**src/hdl/u8u16_pkg.sv**
```systemverilog
// Types, constants and the unit-expansion function of the UTF-8 decoder.
// Depends on nothing; used by every module of the block.
package u8u16_pkg;

    localparam int QUEUE_DEPTH_DEFAULT = 4;
    localparam int UNIT_W = 21;
    localparam int SLOTS  = 3;

    localparam logic [31:0] MAX_CODE   = 32'h0010_FFFF;
    localparam logic [31:0] BMP_TOP    = 32'h0000_FFFF;
    localparam logic [31:0] SUPP_BASE  = 32'h0001_0000;
    localparam logic [31:0] SURR_LO    = 32'h0000_D800;
    localparam logic [31:0] SURR_END   = 32'h0000_E000;
    localparam logic [UNIT_W-1:0] HIGH_SURR = 21'h00_D800;
    localparam logic [UNIT_W-1:0] LOW_SURR  = 21'h00_DC00;

    typedef struct packed {
        logic [7:0] byte_value;
        logic       end_of_string;
    } in_item_t;

    typedef struct packed {
        logic [UNIT_W-1:0] unit;
        logic              last_of_run;
    } out_item_t;

    // Units of one code point: zero, one or two
    typedef struct packed {
        logic [1:0]        cnt;
        logic [UNIT_W-1:0] u0;
        logic [UNIT_W-1:0] u1;
    } code_units_t;

    // One queue entry: all units caused by one byte, cnt in 1..3
    typedef struct packed {
        logic [1:0]                  cnt;
        logic [SLOTS-1:0][UNIT_W-1:0] units;
    } entry_t;

    function automatic code_units_t expand_code(input logic [31:0] cp, input logic wide);
        code_units_t r;
        logic [31:0] v;
        r  = '0;
        v  = cp - SUPP_BASE;
        if (cp > MAX_CODE) begin
            r.cnt = 2'd0;
        end else if (wide) begin
            r.cnt = 2'd1;
            r.u0  = cp[UNIT_W-1:0];
        end else if (cp > BMP_TOP) begin
            r.cnt = 2'd2;
            r.u0  = HIGH_SURR | {11'd0, v[19:10]};
            r.u1  = LOW_SURR | {11'd0, cp[9:0]};
        end else if (cp < SURR_LO || cp >= SURR_END) begin
            r.cnt = 2'd1;
            r.u0  = cp[UNIT_W-1:0];
        end
        return r;
    endfunction

endpackage

```
**src/hdl/u8u16_front.sv**
```systemverilog
// Front end: takes bytes, builds the code point and packs the resulting units.
// Depends on u8u16_pkg; pushes entries into u8u16_fifo.
module u8u16_front (
    input  logic                clk,
    input  logic                rst_n,
    input  logic                in_valid,
    output logic                in_ready,
    input  u8u16_pkg::in_item_t in_data,
    input  logic                cfg_valid,
    input  logic                cfg_data,
    input  logic                q_full,
    output logic                q_push,
    output u8u16_pkg::entry_t   q_entry
);
    import u8u16_pkg::*;

    logic [31:0] acc_reg, acc_next;
    logic        pend_reg, pend_next;
    logic        wide_reg;
    logic        accept;
    logic        is_cont;
    logic [7:0]  b;
    code_units_t ua, ub;

    assign in_ready = !q_full;
    assign accept   = in_valid && in_ready;
    assign b        = in_data.byte_value;
    assign is_cont  = (b[7:6] == 2'b10);

    always_comb
    begin
        if (b[7] == 1'b0) begin
            acc_next = {24'd0, b};
        end else if (is_cont) begin
            acc_next = {acc_reg[25:0], b[5:0]};
        end else if (b[5] == 1'b0) begin
            acc_next = {27'd0, b[4:0]};
        end else if (b[4] == 1'b0) begin
            acc_next = {28'd0, b[3:0]};
        end else begin
            acc_next = {29'd0, b[2:0]};
        end
    end

    // Pending code flushes ahead of a lead byte; the new one flushes at end of string
    always_comb
    begin
        ua = '0;
        ub = '0;
        if (!is_cont && pend_reg) begin
            ua = expand_code(acc_reg, wide_reg);
        end
        if (in_data.end_of_string) begin
            ub = expand_code(acc_next, wide_reg);
        end
    end

    always_comb
    begin
        q_entry = '0;
        case (ua.cnt)
            2'd1:
            begin
                q_entry.units[0] = ua.u0;
                q_entry.units[1] = ub.u0;
                q_entry.units[2] = ub.u1;
            end
            2'd2:
            begin
                q_entry.units[0] = ua.u0;
                q_entry.units[1] = ua.u1;
                q_entry.units[2] = ub.u0;
            end
            default:
            begin
                q_entry.units[0] = ub.u0;
                q_entry.units[1] = ub.u1;
                q_entry.units[2] = '0;
            end
        endcase
        q_entry.cnt = ua.cnt + ub.cnt;
    end

    assign q_push = accept && (q_entry.cnt != 2'd0);

    always_comb
    begin
        pend_next = !in_data.end_of_string;
    end

    always_ff @(posedge clk or negedge rst_n)
    begin
        if (!rst_n) begin
            acc_reg  <= '0;
            pend_reg <= 1'b0;
            wide_reg <= 1'b0;
        end else begin
            if (cfg_valid) begin
                wide_reg <= cfg_data;
            end
            if (accept) begin
                acc_reg  <= in_data.end_of_string ? 32'd0 : acc_next;
                pend_reg <= pend_next;
            end
        end
    end

endmodule

```
**src/hdl/u8u16_fifo.sv**
```systemverilog
// Short entry queue between the front end and the output sequencer.
// Depends on u8u16_pkg for the entry type.
module u8u16_fifo #(
    parameter int DEPTH = u8u16_pkg::QUEUE_DEPTH_DEFAULT
) (
    input  logic              clk,
    input  logic              rst_n,
    input  logic              push,
    input  u8u16_pkg::entry_t wr_entry,
    output logic              full,
    input  logic              pop,
    output logic              empty,
    output u8u16_pkg::entry_t rd_entry
);
    import u8u16_pkg::*;

    localparam int AW = (DEPTH > 1) ? $clog2(DEPTH) : 1;
    localparam int CW = $clog2(DEPTH + 1);

    entry_t        mem [DEPTH];
    logic [AW-1:0] wr_ptr_reg, rd_ptr_reg;
    logic [CW-1:0] count_reg;

    function automatic logic [AW-1:0] wrap_inc(input logic [AW-1:0] p);
        return (p == AW'(DEPTH - 1)) ? '0 : p + 1'b1;
    endfunction

    assign full     = (count_reg == CW'(DEPTH));
    assign empty    = (count_reg == '0);
    assign rd_entry = mem[rd_ptr_reg];

    always_ff @(posedge clk)
    begin
        if (push) begin
            mem[wr_ptr_reg] <= wr_entry;
        end
    end

    always_ff @(posedge clk or negedge rst_n)
    begin
        if (!rst_n) begin
            wr_ptr_reg <= '0;
            rd_ptr_reg <= '0;
            count_reg  <= '0;
        end else begin
            if (push) begin
                wr_ptr_reg <= wrap_inc(wr_ptr_reg);
            end
            if (pop) begin
                rd_ptr_reg <= wrap_inc(rd_ptr_reg);
            end
            if (push && !pop) begin
                count_reg <= count_reg + 1'b1;
            end else if (pop && !push) begin
                count_reg <= count_reg - 1'b1;
            end
        end
    end

endmodule

```
**src/hdl/u8u16_back.sv**
```systemverilog
// Output sequencer: walks the units of the head entry into the output register.
// Depends on u8u16_pkg; pops entries from u8u16_fifo.
module u8u16_back (
    input  logic                 clk,
    input  logic                 rst_n,
    input  logic                 q_empty,
    input  u8u16_pkg::entry_t    q_entry,
    output logic                 q_pop,
    output logic                 out_valid,
    input  logic                 out_ready,
    output u8u16_pkg::out_item_t out_data
);
    import u8u16_pkg::*;

    logic [1:0] idx_reg;
    logic       out_valid_reg;
    out_item_t  out_reg;
    logic       load;
    logic       is_last;

    assign load      = !q_empty && (!out_valid_reg || out_ready);
    assign is_last   = (idx_reg == q_entry.cnt - 2'd1);
    assign q_pop     = load && is_last;
    assign out_valid = out_valid_reg;
    assign out_data  = out_reg;

    always_ff @(posedge clk)
    begin
        if (load) begin
            out_reg.unit        <= q_entry.units[idx_reg];
            out_reg.last_of_run <= is_last;
        end
    end

    always_ff @(posedge clk or negedge rst_n)
    begin
        if (!rst_n) begin
            idx_reg       <= '0;
            out_valid_reg <= 1'b0;
        end else begin
            if (load) begin
                out_valid_reg <= 1'b1;
                idx_reg       <= is_last ? 2'd0 : idx_reg + 2'd1;
            end else if (out_ready) begin
                out_valid_reg <= 1'b0;
            end
        end
    end

endmodule

```
**src/hdl/utf8_to_utf16_decoder.sv**
```systemverilog
// UTF-8 to UTF-16 decoder top level: front end, entry queue, output sequencer.
// Depends on u8u16_pkg, u8u16_front, u8u16_fifo and u8u16_back.
//
// Usage:
//   in_*  : one UTF-8 byte per transfer, end_of_string marks the final byte.
//   out_* : one UTF-16 unit (or whole code point when wide) per transfer;
//           last_of_run marks the final unit caused by one input byte.
//   cfg_* : writes wide_units; always ready, write only while idle.
// Throughput: one byte per cycle while each byte yields at most one unit and out_ready stays high.
//   The output register moves one unit per cycle while out_ready is high, so a byte
//   that yields two or three units holds its queue entry until all are loaded; the
//   entry queue (QUEUE_DEPTH entries) lets the front keep taking bytes meanwhile.
// Path: a byte's entry is written into the entry queue, and its units are then
//   loaded from the queue head into the output register.
// Reset clears the code accumulator, the pending flag, wide_units, the queue
//   and the output valid flag. When the receiver stalls, the output holds and
//   in_ready drops once the queue is full.
module utf8_to_utf16_decoder #(
    parameter int QUEUE_DEPTH = u8u16_pkg::QUEUE_DEPTH_DEFAULT
) (
    input  logic                 clk,
    input  logic                 rst_n,
    input  logic                 in_valid,
    output logic                 in_ready,
    input  u8u16_pkg::in_item_t  in_data,
    output logic                 out_valid,
    input  logic                 out_ready,
    output u8u16_pkg::out_item_t out_data,
    input  logic                 cfg_valid,
    output logic                 cfg_ready,
    input  logic                 cfg_data
);
    import u8u16_pkg::*;

    logic   q_push, q_full, q_pop, q_empty;
    entry_t wr_entry, rd_entry;

    assign cfg_ready = 1'b1;

    u8u16_front u_front (
        .clk       (clk),
        .rst_n     (rst_n),
        .in_valid  (in_valid),
        .in_ready  (in_ready),
        .in_data   (in_data),
        .cfg_valid (cfg_valid),
        .cfg_data  (cfg_data),
        .q_full    (q_full),
        .q_push    (q_push),
        .q_entry   (wr_entry)
    );

    u8u16_fifo #(
        .DEPTH (QUEUE_DEPTH)
    ) u_fifo (
        .clk      (clk),
        .rst_n    (rst_n),
        .push     (q_push),
        .wr_entry (wr_entry),
        .full     (q_full),
        .pop      (q_pop),
        .empty    (q_empty),
        .rd_entry (rd_entry)
    );

    u8u16_back u_back (
        .clk       (clk),
        .rst_n     (rst_n),
        .q_empty   (q_empty),
        .q_entry   (rd_entry),
        .q_pop     (q_pop),
        .out_valid (out_valid),
        .out_ready (out_ready),
        .out_data  (out_data)
    );

endmodule

```
**config.mk**
```make
export PLATFORM = sky130hd
export DESIGN_NAME = utf8_to_utf16_decoder
export DESIGN_NICKNAME = d
export VERILOG_FILES = /design/src/hdl/u8u16_pkg.sv /design/src/hdl/u8u16_front.sv /design/src/hdl/u8u16_fifo.sv /design/src/hdl/u8u16_back.sv /design/src/hdl/utf8_to_utf16_decoder.sv
export SDC_FILE = /design/constraint.sdc
export NUM_CORES = 1
export LEC_CHECK = 0
export BUFFER_PORTS_ARGS = -buffer_cell sky130_fd_sc_hd__buf_4
export CAP_MARGIN = 10
export CORE_MARGIN = 5
export CORE_UTILIZATION = 36
export DETAILED_ROUTE_END_ITERATION = 8
export PLACE_DENSITY_LB_ADDON = 0.2
export SETUP_SLACK_MARGIN = 0.2
export SYNTH_ARGS = -nofsm -noshare
export SYNTH_HDL_FRONTEND = slang
export SYNTH_HIERARCHICAL = 1
export SYNTH_SLANG_ARGS = --single-unit
```
**constraint.sdc**
```tcl
create_clock -name clk -period 6.2 [get_ports clk]
set_clock_uncertainty 0.05 [all_clocks]
set_input_delay 1.86 -clock clk [delete_from_list [all_inputs] [get_ports clk]]
set_output_delay 1.86 -clock clk [all_outputs]
set_load 0.02 [all_outputs]
```
* Word-level counts from Yosys, hierarchy flattened
Memory sizes are Yosys's and may differ from the RTL's.
Cells that the tools add are included.
** Storage, ports and cells
- Word-level logic and storage cells :: 90
- Register bits after elaboration :: 66
- Memories :: 1
- Memory bits (writable) :: 260
- Output and inout port bits :: 25
- Bits of input ports :: 15
** Memory list
- u_fifo.mem :: depth 4, bits a word 65, rd ports 1, clocked after Yosys merged registers in 0, write ports 1, line u8u16_fifo.sv:20 : entry_t mem [DEPTH];
** Cells by class
- $add $sub $neg :: 9
- Muxes and demuxes :: 33
- Magnitude comparators :: 9
- Equal/unequal tests :: 7
- Reductions and logical operators :: 21
** Operator list (count)
- two-way mux 32 bit :: 4
- case mux 63 bit (2 select lines) :: 1
- two-way mux 23 bit :: 4
- two-way mux 44 bit :: 2
- two-way mux 42 bit :: 2
- >= comparator 32 x 16 -> 1 bit, second input constant :: 2
- greater-than comparator 32 x 16 -> 1 bit, second input constant :: 2
- greater-than comparator 32 x 21 -> 1 bit, second input constant :: 2
- less-than comparator 32 x 16 -> 1 bit, second input constant :: 2
- two-way mux 21 bit :: 3
- two-way mux 22 bit :: 2
- binary-select mux 21 bit (select 2 bit) :: 1
- subtractor 20 x 17 -> 20 bit, second input constant :: 2
- two-way mux 16 bit :: 2
- two-way mux 2 bit :: 5
- equality test 2 bit, second input constant :: 4
- logical AND 1 bit :: 7
- zero test 1 bit :: 7
- adder 2 x 1 -> 2 bit, second input constant :: 3
- two-way mux 3 bit :: 2
- nonzero test 2 bit :: 3
- two-way mux 1 bit :: 4
- two-way mux 4 bit :: 1
- adder 3 x 1 -> 3 bit, second input constant :: 1
- other kinds (9) :: 11

* Logic depth before layout (Yosys ltp)
Gate-level depths: netlist (run 1).
- Word-level depth :: 18
- Mapped depth :: 23
- Mapped depth without buffers :: 20

* Hierarchy
Netlist (run 1), hierarchy kept.
** Modules (own cells, without submodules)
- u8u16_fifo :: area each 9830.7 sq um, instances 1, cells an instance 377, seq. area each 7982.7 sq um
- u8u16_front :: area each 2866.5 sq um, instances 1, cells an instance 358, seq. area each 850.8 sq um
- u8u16_back :: area each 1307.5 sq um, instances 1, cells an instance 112, seq. area each 735.7 sq um
- utf8_to_utf16_decoder :: area each 11.3 sq um, instances 1, cells an instance 2, seq. area each 0.0 sq um

* Least setup slack after synthesis (run 1)
Ideal clock, no wire load.
- Path type :: in2reg
- Start :: input in_data[8] (netlist name)
- End :: memory u_fifo/mem[0][0] (netlist name) (enable)
- Stages on the path :: 16
- Data required time :: 5.720 ns
- Library setup time :: 0.430 ns
- Path slack :: -0.978 ns
- Arrival time :: 6.698 ns
- Buffers on the path :: 3
- Path through :: nor2b_1 clkbuf_1 clkbuf_1 nand2_1 ha_1 or3b_2 or4_4 a31o_4 nand2_8 inv_4 buf_6 ha_1 xor2_1 xnor2_1 o21ba_2 and2_1
** RTL lines
- start, declared :: line utf8_to_utf16_decoder.sv:25 : input u8u16_pkg::in_item_t in_data,
- end, declared :: line u8u16_fifo.sv:20

==> run_results.csv, run 1 <==
group,metric,value,unit
die,dieArea,43000,um^2
global_routing,track_usage,15.6,%
finish,final_nets,932,
die,die_x,207,um
clocking,postCtsResizedCells,0,
synth,yosys_warnings,6,
synth,syn-cell-area,14000,um^2
power,ir_drop,0.216,mV
placement,place.gp.congestion,0.912,
timing,slew_headroom,26.4,%
timing,min_period,5550,ps
timing,rsz0062_at_grt,"no",
die,core-area,38600,um^2
die,die_h,207,um
routing,route.detailed.drc,0,
worst_setup_path,start_kind,"input pin",
timing,setup_slack,651,ps
power,p_leak,0.00562,uW
synth,ys_ff_latch,326,
synth,synth-async-reset-ratio,13.5,%
synth,synth_nets,877,
routing,dr.pass1.iters,5,
global_routing,grt_max_degree,49,
synth,synthDistinctLibCells,70,
worst_setup_path,cp_data_arrival_time,5940,ps
synth,synth.avg_cell_area,16.5,um^2
clocking,insertion_delay,510,ps
power,switching_share,29.6,%
timing,fmax,0.180,GHz
timing,setup_viol,0,
clocking,clk_path_buf_depth,3,
timing,fin_crit_sh,89.5,%
synth,ys.flop_type,"edfxtp_1",
worst_setup_path,cp-end-kind,"flip-flop",
clocking,cts_max_level,2,
finish,area_growth,15.1,%
power,p_comb_share,27.0,%
run,drv_cap,0,
global_routing,gr-total-overflow,0,
power,seq_power_share,43.6,%
clocking,cts_root_buf,"clkbuf_16",
finish,largest_reg_flops,260,
placement,dp_hpwl,22300,um
routing,finalWirelength,33800,um
clocking,clkTransAtPathRegs,60,ps
clocking,cts_tree,"yes",
worst_setup_path,cp_data_required_time,6590,ps
clocking,postCtsHoldBufs,0,
placement,dp_slack,127,ps
power,p_per_area,430,nW/um^2
finish,drive_above_1_share,23.6,%
global_routing,first_global_vias,8009,
power,p_int,4880,uW
finish,antenna_cells,0,
synth,synthesis.instances,849,
die,std_cell_rows,72,
routing,ant_nets,0,
run_status,status,"finished clean",
power,p_sw,2050,uW
clocking,numCtsBuffers,36,
worst_setup_path,crit_type,"input pin to flip-flop",
routing,wl_per_cell,23.4,um
routing,vias_per_cell,5.37,
worst_setup_path,path_max_fanout,12,
synth,yosysSeqAreaShare,68.3,%
timing,final-hold-violation-count,0,
global_routing,grt_pass1_wl,51700,um
routing,vias,7761,
synth,synth-edff-count,282,
placement,io_buffers,38,
timing,slew_viol_final,0,
die,start_util,36.4,%
global_routing,antenna_found_initial,0,
clocking,cts_sinks,326,
worst_hold_path,hold_path_class,"flip-flop to flip-flop",
routing,drt-initial-drc-count,573,
timing,tightest_slew,1090,ps
die,ios,40,
power,pwr-share-clk,29.4,%
timing,setup_tns,0,ps
clocking,post_cts_buffers,0,
cell families after synthesis:
logic type	after synthesis	synth area share, %
and+or+nand+nor	188	6.81
buffers and inverters	71	2.87
adders and majority gates	13	1.21
AOI/OAI and AO/OA	150	7.87
muxes	90	12.3
xor gates and xnor gates	10	0.679
other	1	0.0268
DFF	326	68.3
metrics by stage:
| step | cell area (um^2) | util (%) | std cells | total power (uW) | hold WS [ps] |
|---|---|---|---|---|---|
| global placement | 15000 | 38.9 | 1384 | 4980 | 423 |
| CTS | 16100 | 41.8 | 1445 | 7050 | 438 |
| floorplan | 14100 | - | 849 | 4400 | 397 |
| detailed placement | 15000 | 38.9 | 1384 | 4990 | 423 |
| finish | 16100 | 41.8 | 1445 | 6930 | 444 |
| global route | 16100 | 41.8 | 1445 | 7300 | 473 |
worst max-delay path, cell delays in order:
cell and delay [ps]:
buf_4 130, nor2b_2 180, and2_4 190, inv_2 110
ha_4 150, or3b_2 460, or4_4 500, a31o_4 270
nand2_8 110, inv_4 80, ha_1 210, xor2_1 170
xnor2_1 280, o21ba_4 260, ha_4 150, inv_1 40
fa_1 370, xor2_1 150, nor2_1 110, xor2_1 150
area by class of cell:
type / count / area, um^2
inverter: 21 / 81.3
clock inverter: 21 / 185
fill: 3543 / 22400
sequential: 326 / 9570
multi-input combinational: 452 / 4100
tap: 518 / 648
timing repair buffer: 67 / 603
clock buffer: 40 / 937
metal layers:
layer	up-vias	global-route usage [%]	wire length, um
li1	3482	-	-
met1	3968	22.9	15700
met2	257	23.9	15400
met3	54	3.29	2120
met4	0	3.69	535
met5	-	0	0
Yosys cell counts, drive strengths merged, types with 7 or more instances:
library cell	count	area, um^2
mux4	65	1460
nor2b	8	57.6
edfxtp	282	8470
inv	21	81.3
a22oi	12	90.1
nand2b	7	43.8
o22ai	9	56.3
a21oi	13	68.8
dfrtp	44	1100
a21o	9	67.6
ha	12	150
nand2	67	278
a22o	27	236
nor2	30	113
nand3	16	85.1
nor3	15	75.1
o21ai	40	200
clkbuf	20	75.1
buf	30	245
nand4	10	62.6
xor2	7	61.3
mux2i	22	220
and2	11	68.8
layout by cell type, fill, tap and decap left out, drive strengths merged, types with 7 or more instances in the layout:
cell type,count
a21o,9
a21oi,13
a22o,27
a22oi,12
and2,11
buf,67
clkbuf,40
clkinv,14
dfrtp,44
edfxtp,282
ha,12
inv,23
mux2i,22
mux4,65
nand2,67
nand2b,7
nand3,16
nand4,10
nor2,30
nor2b,8
nor3,15
o21ai,40
o22ai,9
xor2,7
power by group through the flow:
stage / Clock (uW) / Sequential [uW] / Combinational [uW]
2_1_floorplan: 0 / 3050 / 1350
3_3_place_gp: 0 / 3060 / 1920
3_5_place_dp: 0 / 3070 / 1920
4_1_cts: 2100 / 3030 / 1930
5_1_grt: 2190 / 3060 / 2050
6_report: 2040 / 3020 / 1870
final timing paths:
check | from | endpoint | slack [ps] | depth (start not counted)
worst max-delay path | in_data[8] | u_fifo/count_reg[2] | 650 | 20
worst min-delay path | u_front/pend_reg | u_front/pend_reg | 440 | 2
worst max register to register | u_front/acc_reg[20] | u_fifo/mem[3][49] | 1610 | 12
worst min register to register | u_front/pend_reg | u_front/pend_reg | 440 | 2
max in group asynchronous | rst_n | u_fifo/rd_ptr_reg[0] | 4330 | 1
min in group asynchronous | rst_n | u_front/acc_reg[25] | 1300 | 1
Note: power is estimated with default switching activity, not from simulation.
==> run 2: changes to the inputs <==
--- a/config.mk
+++ b/config.mk
@@ -9,6 +9,7 @@
 export CAP_MARGIN = 10
 export CORE_MARGIN = 5
 export CORE_UTILIZATION = 36
+export CTS_BUF_LIST = sky130_fd_sc_hd__clkbuf_8
 export DETAILED_ROUTE_END_ITERATION = 8
 export PLACE_DENSITY_LB_ADDON = 0.2
 export SETUP_SLACK_MARGIN = 0.2
==> run_results.csv, run 2 (synthesized netlist as in run 1, its figures left out) <==
group,metric,value,unit
power,ir_drop,0.188,mV
worst_setup_path,path_max_fanout,12,
global_routing,grt_pass1_wl,52000,um
routing,drt-initial-drc-count,560,
clocking,clk_path_buf_depth,3,
routing,wl_per_cell,23.1,um
die,dieArea,43000,um^2
clocking,cts_root_buf,"clkbuf_8",
routing,ant_nets,0,
clocking,insertion_delay,610,ps
placement,place.gp.congestion,0.912,
power,p_per_area,410,nW/um^2
timing,min_period,5440,ps
routing,route.detailed.drc,0,
placement,dp_slack,127,ps
finish,final_cell_mix,"edfxtp_1, mux4_2, nand2_1",
finish,largest_reg_flops,260,
timing,slew_headroom,30.2,%
routing,dr.pass1.iters,5,
timing,setup_tns,0,ps
routing,finalWirelength,34100,um
timing,tightest_slew,1040,ps
timing,final-hold-violation-count,0,
global_routing,gr-total-overflow,0,
routing,vias,7931,
worst_setup_path,crit_type,"input pin to flip-flop",
timing,rsz0062_at_grt,"no",
timing,slew_viol_final,0,
worst_setup_path,path_buf_inv,4,
placement,io_buffers,38,
clocking,post_cts_buffers,0,
die,start_util,36.4,%
die,ios,40,
clocking,cts_tree,"yes",
clocking,postCtsResizedCells,0,
timing,fin_crit_sh,87.8,%
worst_setup_path,cp_slowest_cell,"or4_4",
finish,final_common_cell,"edfxtp_1",
power,switching_share,31.0,%
worst_setup_path,start_kind,"input pin",
worst_setup_path,cp_data_arrival_time,5930,ps
power,p_int,4510,uW
timing,fmax,0.184,GHz
worst_setup_path,cp_cell_sequence,"buf_4 -> nor2b_2 -> and2_4 -> inv_2 -> ha_4 -> or3b_2 -> or4_4 -> a31o_4 -> nand2_8 -> inv_4 -> ha_1 -> xor2_1 -> xnor2_1 -> o21ba_4 -> ha_4 -> inv_1 -> fa_1 -> xor2_1 -> nor2_1 -> xor2_1",
clocking,cts_sinks,326,
global_routing,first_global_vias,8202,
worst_setup_path,path_delay_family,"simple AND/OR/NAND/NOR gates",
clocking,clkTransAtPathRegs,60,ps
finish,final_nets,949,
power,p_leak,0.00562,uW
power,seq_power_share,46.2,%
die,die_x,207,um
power,p_sw,2020,uW
timing,setup_slack,757,ps
die,std_cell_rows,72,
worst_setup_path,cp-end-kind,"flip-flop",
finish,area_growth,13.6,%
run_status,status,"finished clean",
routing,vias_per_cell,5.38,
worst_setup_path,path_common_cell,"xor2_1",
worst_setup_path,cp_slowest_stage_delay,500,ps
finish,drive_above_1_share,24.2,%
global_routing,grt_max_degree,49,
global_routing,antenna_found_initial,0,
timing,setup_viol,0,
clocking,postCtsHoldBufs,0,
power,pwr-share-clk,25.2,%
clocking,numCtsBuffers,53,
placement,dp_hpwl,22300,um
clocking,cts_max_level,2,
die,core-area,38600,um^2
worst_setup_path,cp_data_required_time,6690,ps
power,p_comb_share,28.6,%
power,fin_total_pwr,6540,uW
die,die_h,207,um
worst_hold_path,hold_path_class,"flip-flop to flip-flop",
run,drv_cap,0,
global_routing,track_usage,15.8,%
==> run 2: cell types whose count changed in the layout (fill, tap and decap cells not counted), moves of 2 or more <==
| cell | change |
|---|---|
| clkbuf_16 | -37 |
| clkbuf_1 | -3 |
| clkbuf_8 | +54 |
| bufinv_16 | -2 |
| inv_1 | +19 |
| clkinvlp_4 | -2 |
==> run 2: routing by layer <==
metal,GRT usage (%),up-vias,wire [um]
met5,0,-,0
met4,5.11,0,820
met3,3.63,74,2160
met2,24.0,284,15500
met1,22.6,4071,15500
li1,-,3502,-
==> run 2: stage by stage <==
stage	std cells	instance area (um^2)	hold WS (ps)	utilization, %
global placement	1384	15000	423	38.9
floorplan	849	14100	397	-
finish	1475	15900	442	41.3
CTS	1474	15900	438	41.3
global route	1474	15900	473	41.3
detailed placement	1384	15000	423	38.9
==> run 2: worst paths after layout <==
kind,slack [ps],startpoint,depth (start not counted),endpoint
min in group asynchronous,1210,rst_n,1,u_front/acc_reg[17]
max reg2reg,1600,u_front/acc_reg[20],12,u_fifo/mem[0][49]
min reg2reg,440,u_front/pend_reg,2,u_front/pend_reg
max in group asynchronous,4430,rst_n,1,u_fifo/rd_ptr_reg[0]
max,760,in_data[8],20,u_fifo/count_reg[2]
min,440,u_front/pend_reg,2,u_front/pend_reg
==> run 2: area by class of cell <==
cell class / instances / area, um^2
multi-input combinational: 452 / 4100
antenna: 1 / 2.50
clock buffer: 54 / 743
inverter: 21 / 81.3
sequential: 326 / 9570
tap: 518 / 648
clock inverter: 36 / 173
timing repair buffer: 67 / 603
fill: 3570 / 22600
==> run 2: power groups by stage <==
stage / Clock (uW) / Combinational [uW] / Sequential (uW)
6_report: 1650 / 1870 / 3020
5_1_grt: 1810 / 2050 / 3060
3_3_place_gp: 0 / 1920 / 3060
3_5_place_dp: 0 / 1920 / 3070
2_1_floorplan: 0 / 1350 / 3050
4_1_cts: 1720 / 1930 / 3030
==> run 2: tightest hold or removal path: stages, from the launching register on <==
cell,delay [ps]
dfrtp_1,350
nand2_1,50
nand2_1,60
==> run 3: changes to the inputs <==
--- a/config.mk
+++ b/config.mk
@@ -10,8 +10,10 @@
 export CORE_MARGIN = 5
 export CORE_UTILIZATION = 36
 export CTS_BUF_LIST = sky130_fd_sc_hd__clkbuf_8
+export CTS_CLUSTER_DIAMETER = 100
 export DETAILED_ROUTE_END_ITERATION = 8
 export PLACE_DENSITY_LB_ADDON = 0.2
+export REMOVE_ABC_BUFFERS = 1
 export SETUP_SLACK_MARGIN = 0.2
 export SYNTH_ARGS = -nofsm -noshare
 export SYNTH_HDL_FRONTEND = slang
==> run_results.csv, run 3 (synthesized netlist as in run 1, its figures left out) <==
group,metric,value,unit
run_status,status,"finished clean",
worst_setup_path,r2r_setup_slack,1770,ps
die,dieArea,43000,um^2
power,p_per_area,413,nW/um^2
timing,min_period,5560,ps
placement,place_inst,1397,
finish,final_cell_mix,"edfxtp_1, buf_4, mux4_2",
placement,io_buffers,38,
finish,area_growth,14.6,%
worst_hold_path,min-delay-start,"u_front/pend_reg",
worst_setup_path,cp_cell_sequence,"buf_4 -> nor2b_1 -> and2_1 -> inv_1 -> ha_1 -> or3b_2 -> or4_4 -> a31o_4 -> nand2_8 -> inv_4 -> ha_1 -> xor2_1 -> xnor2_1 -> o21ba_2 -> ha_1 -> inv_1 -> fa_1 -> xor2_1 -> nor2_1 -> xor2_1",
routing,dr.pass1.iters,6,
finish,regArea,9580,um^2
worst_setup_path,start_kind,"input pin",
clocking,clkTransAtPathRegs,60,ps
run,drv_cap,0,
timing,setup_slack,642,ps
timing,final-hold-violation-count,0,
die,die_x,207,um
timing,setup_viol,0,
finish,final_common_cell,"edfxtp_1",
timing,slew_headroom,42.7,%
global_routing,grt_pass1_wl,53000,um
worst_setup_path,crit_type,"input pin to flip-flop",
finish,antenna_cells,0,
placement,dp_hpwl,22100,um
worst_setup_path,cp-end-kind,"flip-flop",
die,die_h,207,um
timing,fin_crit_sh,89.6,%
global_routing,first_global_vias,8155,
worst_hold_path,min_to,"u_front/pend_reg",
clocking,postCtsHoldBufs,0,
worst_setup_path,reg2reg_to,"u_fifo/mem[3][19]",
routing,vias_per_cell,5.36,
timing,rsz0062_at_grt,"no",
timing,tightest_slew,859,ps
placement,dp_slack,115,ps
clocking,post_cts_buffers,0,
finish,multiInputGateArea,4060,um^2
routing,wl_per_cell,23.6,um
timing,fmax,0.180,GHz
worst_setup_path,r2r_start,"u_front/acc_reg[19]",
worst_setup_path,path_max_fanout,12,
timing,slew_viol_final,0,
worst_hold_path,hold_path_class,"flip-flop to flip-flop",
worst_setup_path,cp_data_required_time,6650,ps
clocking,cts_sinks,326,
power,ir_drop,0.161,mV
routing,finalWirelength,35300,um
clocking,cts_tree,"yes",
clocking,clk_path_buf_depth,3,
worst_setup_path,cp_data_arrival_time,6010,ps
worst_setup_path,cp_slowest_cell,"or4_4",
clocking,cts_root_buf,"clkbuf_8",
clocking,insertion_delay,590,ps
routing,drt-initial-drc-count,667,
finish,final_nets,962,
routing,ant_nets,0,
finish,fillers,3562,
finish,drive_above_1_share,25.8,%
global_routing,antenna_found_initial,0,
routing,vias,8010,
power,p_leak,0.00569,uW
die,ios,40,
clocking,numCtsBuffers,53,
placement,place.gp.congestion,0.964,
routing,route.detailed.drc,0,
worst_setup_path,r2r_cells,12,
finish,largest_reg_flops,260,
global_routing,track_usage,16.1,%
clocking,postCtsResizedCells,0,
finish,fin_cells,1495,
die,core-area,38600,um^2
global_routing,grt_max_degree,52,
clocking,cts_max_level,2,
worst_hold_path,hold_depth,2,
die,std_cell_rows,72,
global_routing,gr-total-overflow,0,
worst_setup_path,cp_slowest_stage_delay,510,ps
die,start_util,36.4,%
## run 3: cell types whose count changed in the layout (fill, tap and decap cells not counted), moves of 2 or more
cell / delta
buf_4: +13
clkbuf_8: +4
clkinv_1: -2
clkinv_2: +6
clkinvlp_4: +3
dfrtp_1: -2
dfrtp_2: +2
ha_1: +2
ha_4: -2
## run 3: worst max-delay path by stage
stage          startpoint                  end  slack, ps  depth (start not counted)
6_report       in_data[8]  u_fifo/count_reg[2]        640                         20
5_1_grt        in_data[8]  u_fifo/count_reg[2]        500                         20
4_1_cts        in_data[8]  u_fifo/count_reg[2]        730                         20
3_5_place_dp   in_data[8]  u_fifo/count_reg[2]        110                         20
3_3_place_gp   in_data[8]  u_fifo/count_reg[2]        140                         20
2_1_floorplan  in_data[8]     u_fifo/mem[0][0]       -830                         15
## run 3: layout make-up
type | instances | share of cell area, %
flip-flops and latches | 326 | 59.6
multi-input cells | 452 | 25.2
clock buffers | 58 | 4.97
repair buffers | 80 | 4.36
well taps | 518 | 4.04
clock inverters | 40 | 1.25
inverters | 21 | 0.506
## run 3: stage by stage
stage / area, um^2 / setup TNS, ps / total power [uW] / utilization [%] / hold slack, ps
finish: 16100 / 0 / 6640 / 41.7 / 438
global route: 16100 / 0 / 7010 / 41.7 / 471
CTS: 16100 / 0 / 6770 / 41.7 / 444
detailed placement: 15100 / 0 / 5000 / 39.1 / 430
global placement: 15100 / 0 / 4990 / 39.1 / 420
floorplan: 13700 / -214810 / 4320 / - / 397
## run 3: power breakdown
group | internal, uW | switching, uW
logic | 842 | 1010
clock network | 904 | 830
registers | 2820 | 228
total | 4570 | 2070
## run 3: critical path, delay by kind of cell
kind / cells / cell delay [ps]
AND/OR/NAND/NOR: 6 / 1510
adder cells (fa/ha/maj): 4 / 950
XOR/XNOR: 4 / 830
AO/OA/AOI/OAI: 2 / 510
buffers and inverters: 4 / 370
## run 3: metal layers
layer  GRT usage, %  share of wire [%]  up-vias
met5              0                  0        -
met4           4.24                1.9        0
met3           3.51                6.1       50
met2           25.7                 48      288
met1           22.6                 44     4130
li1               -                  -     3542
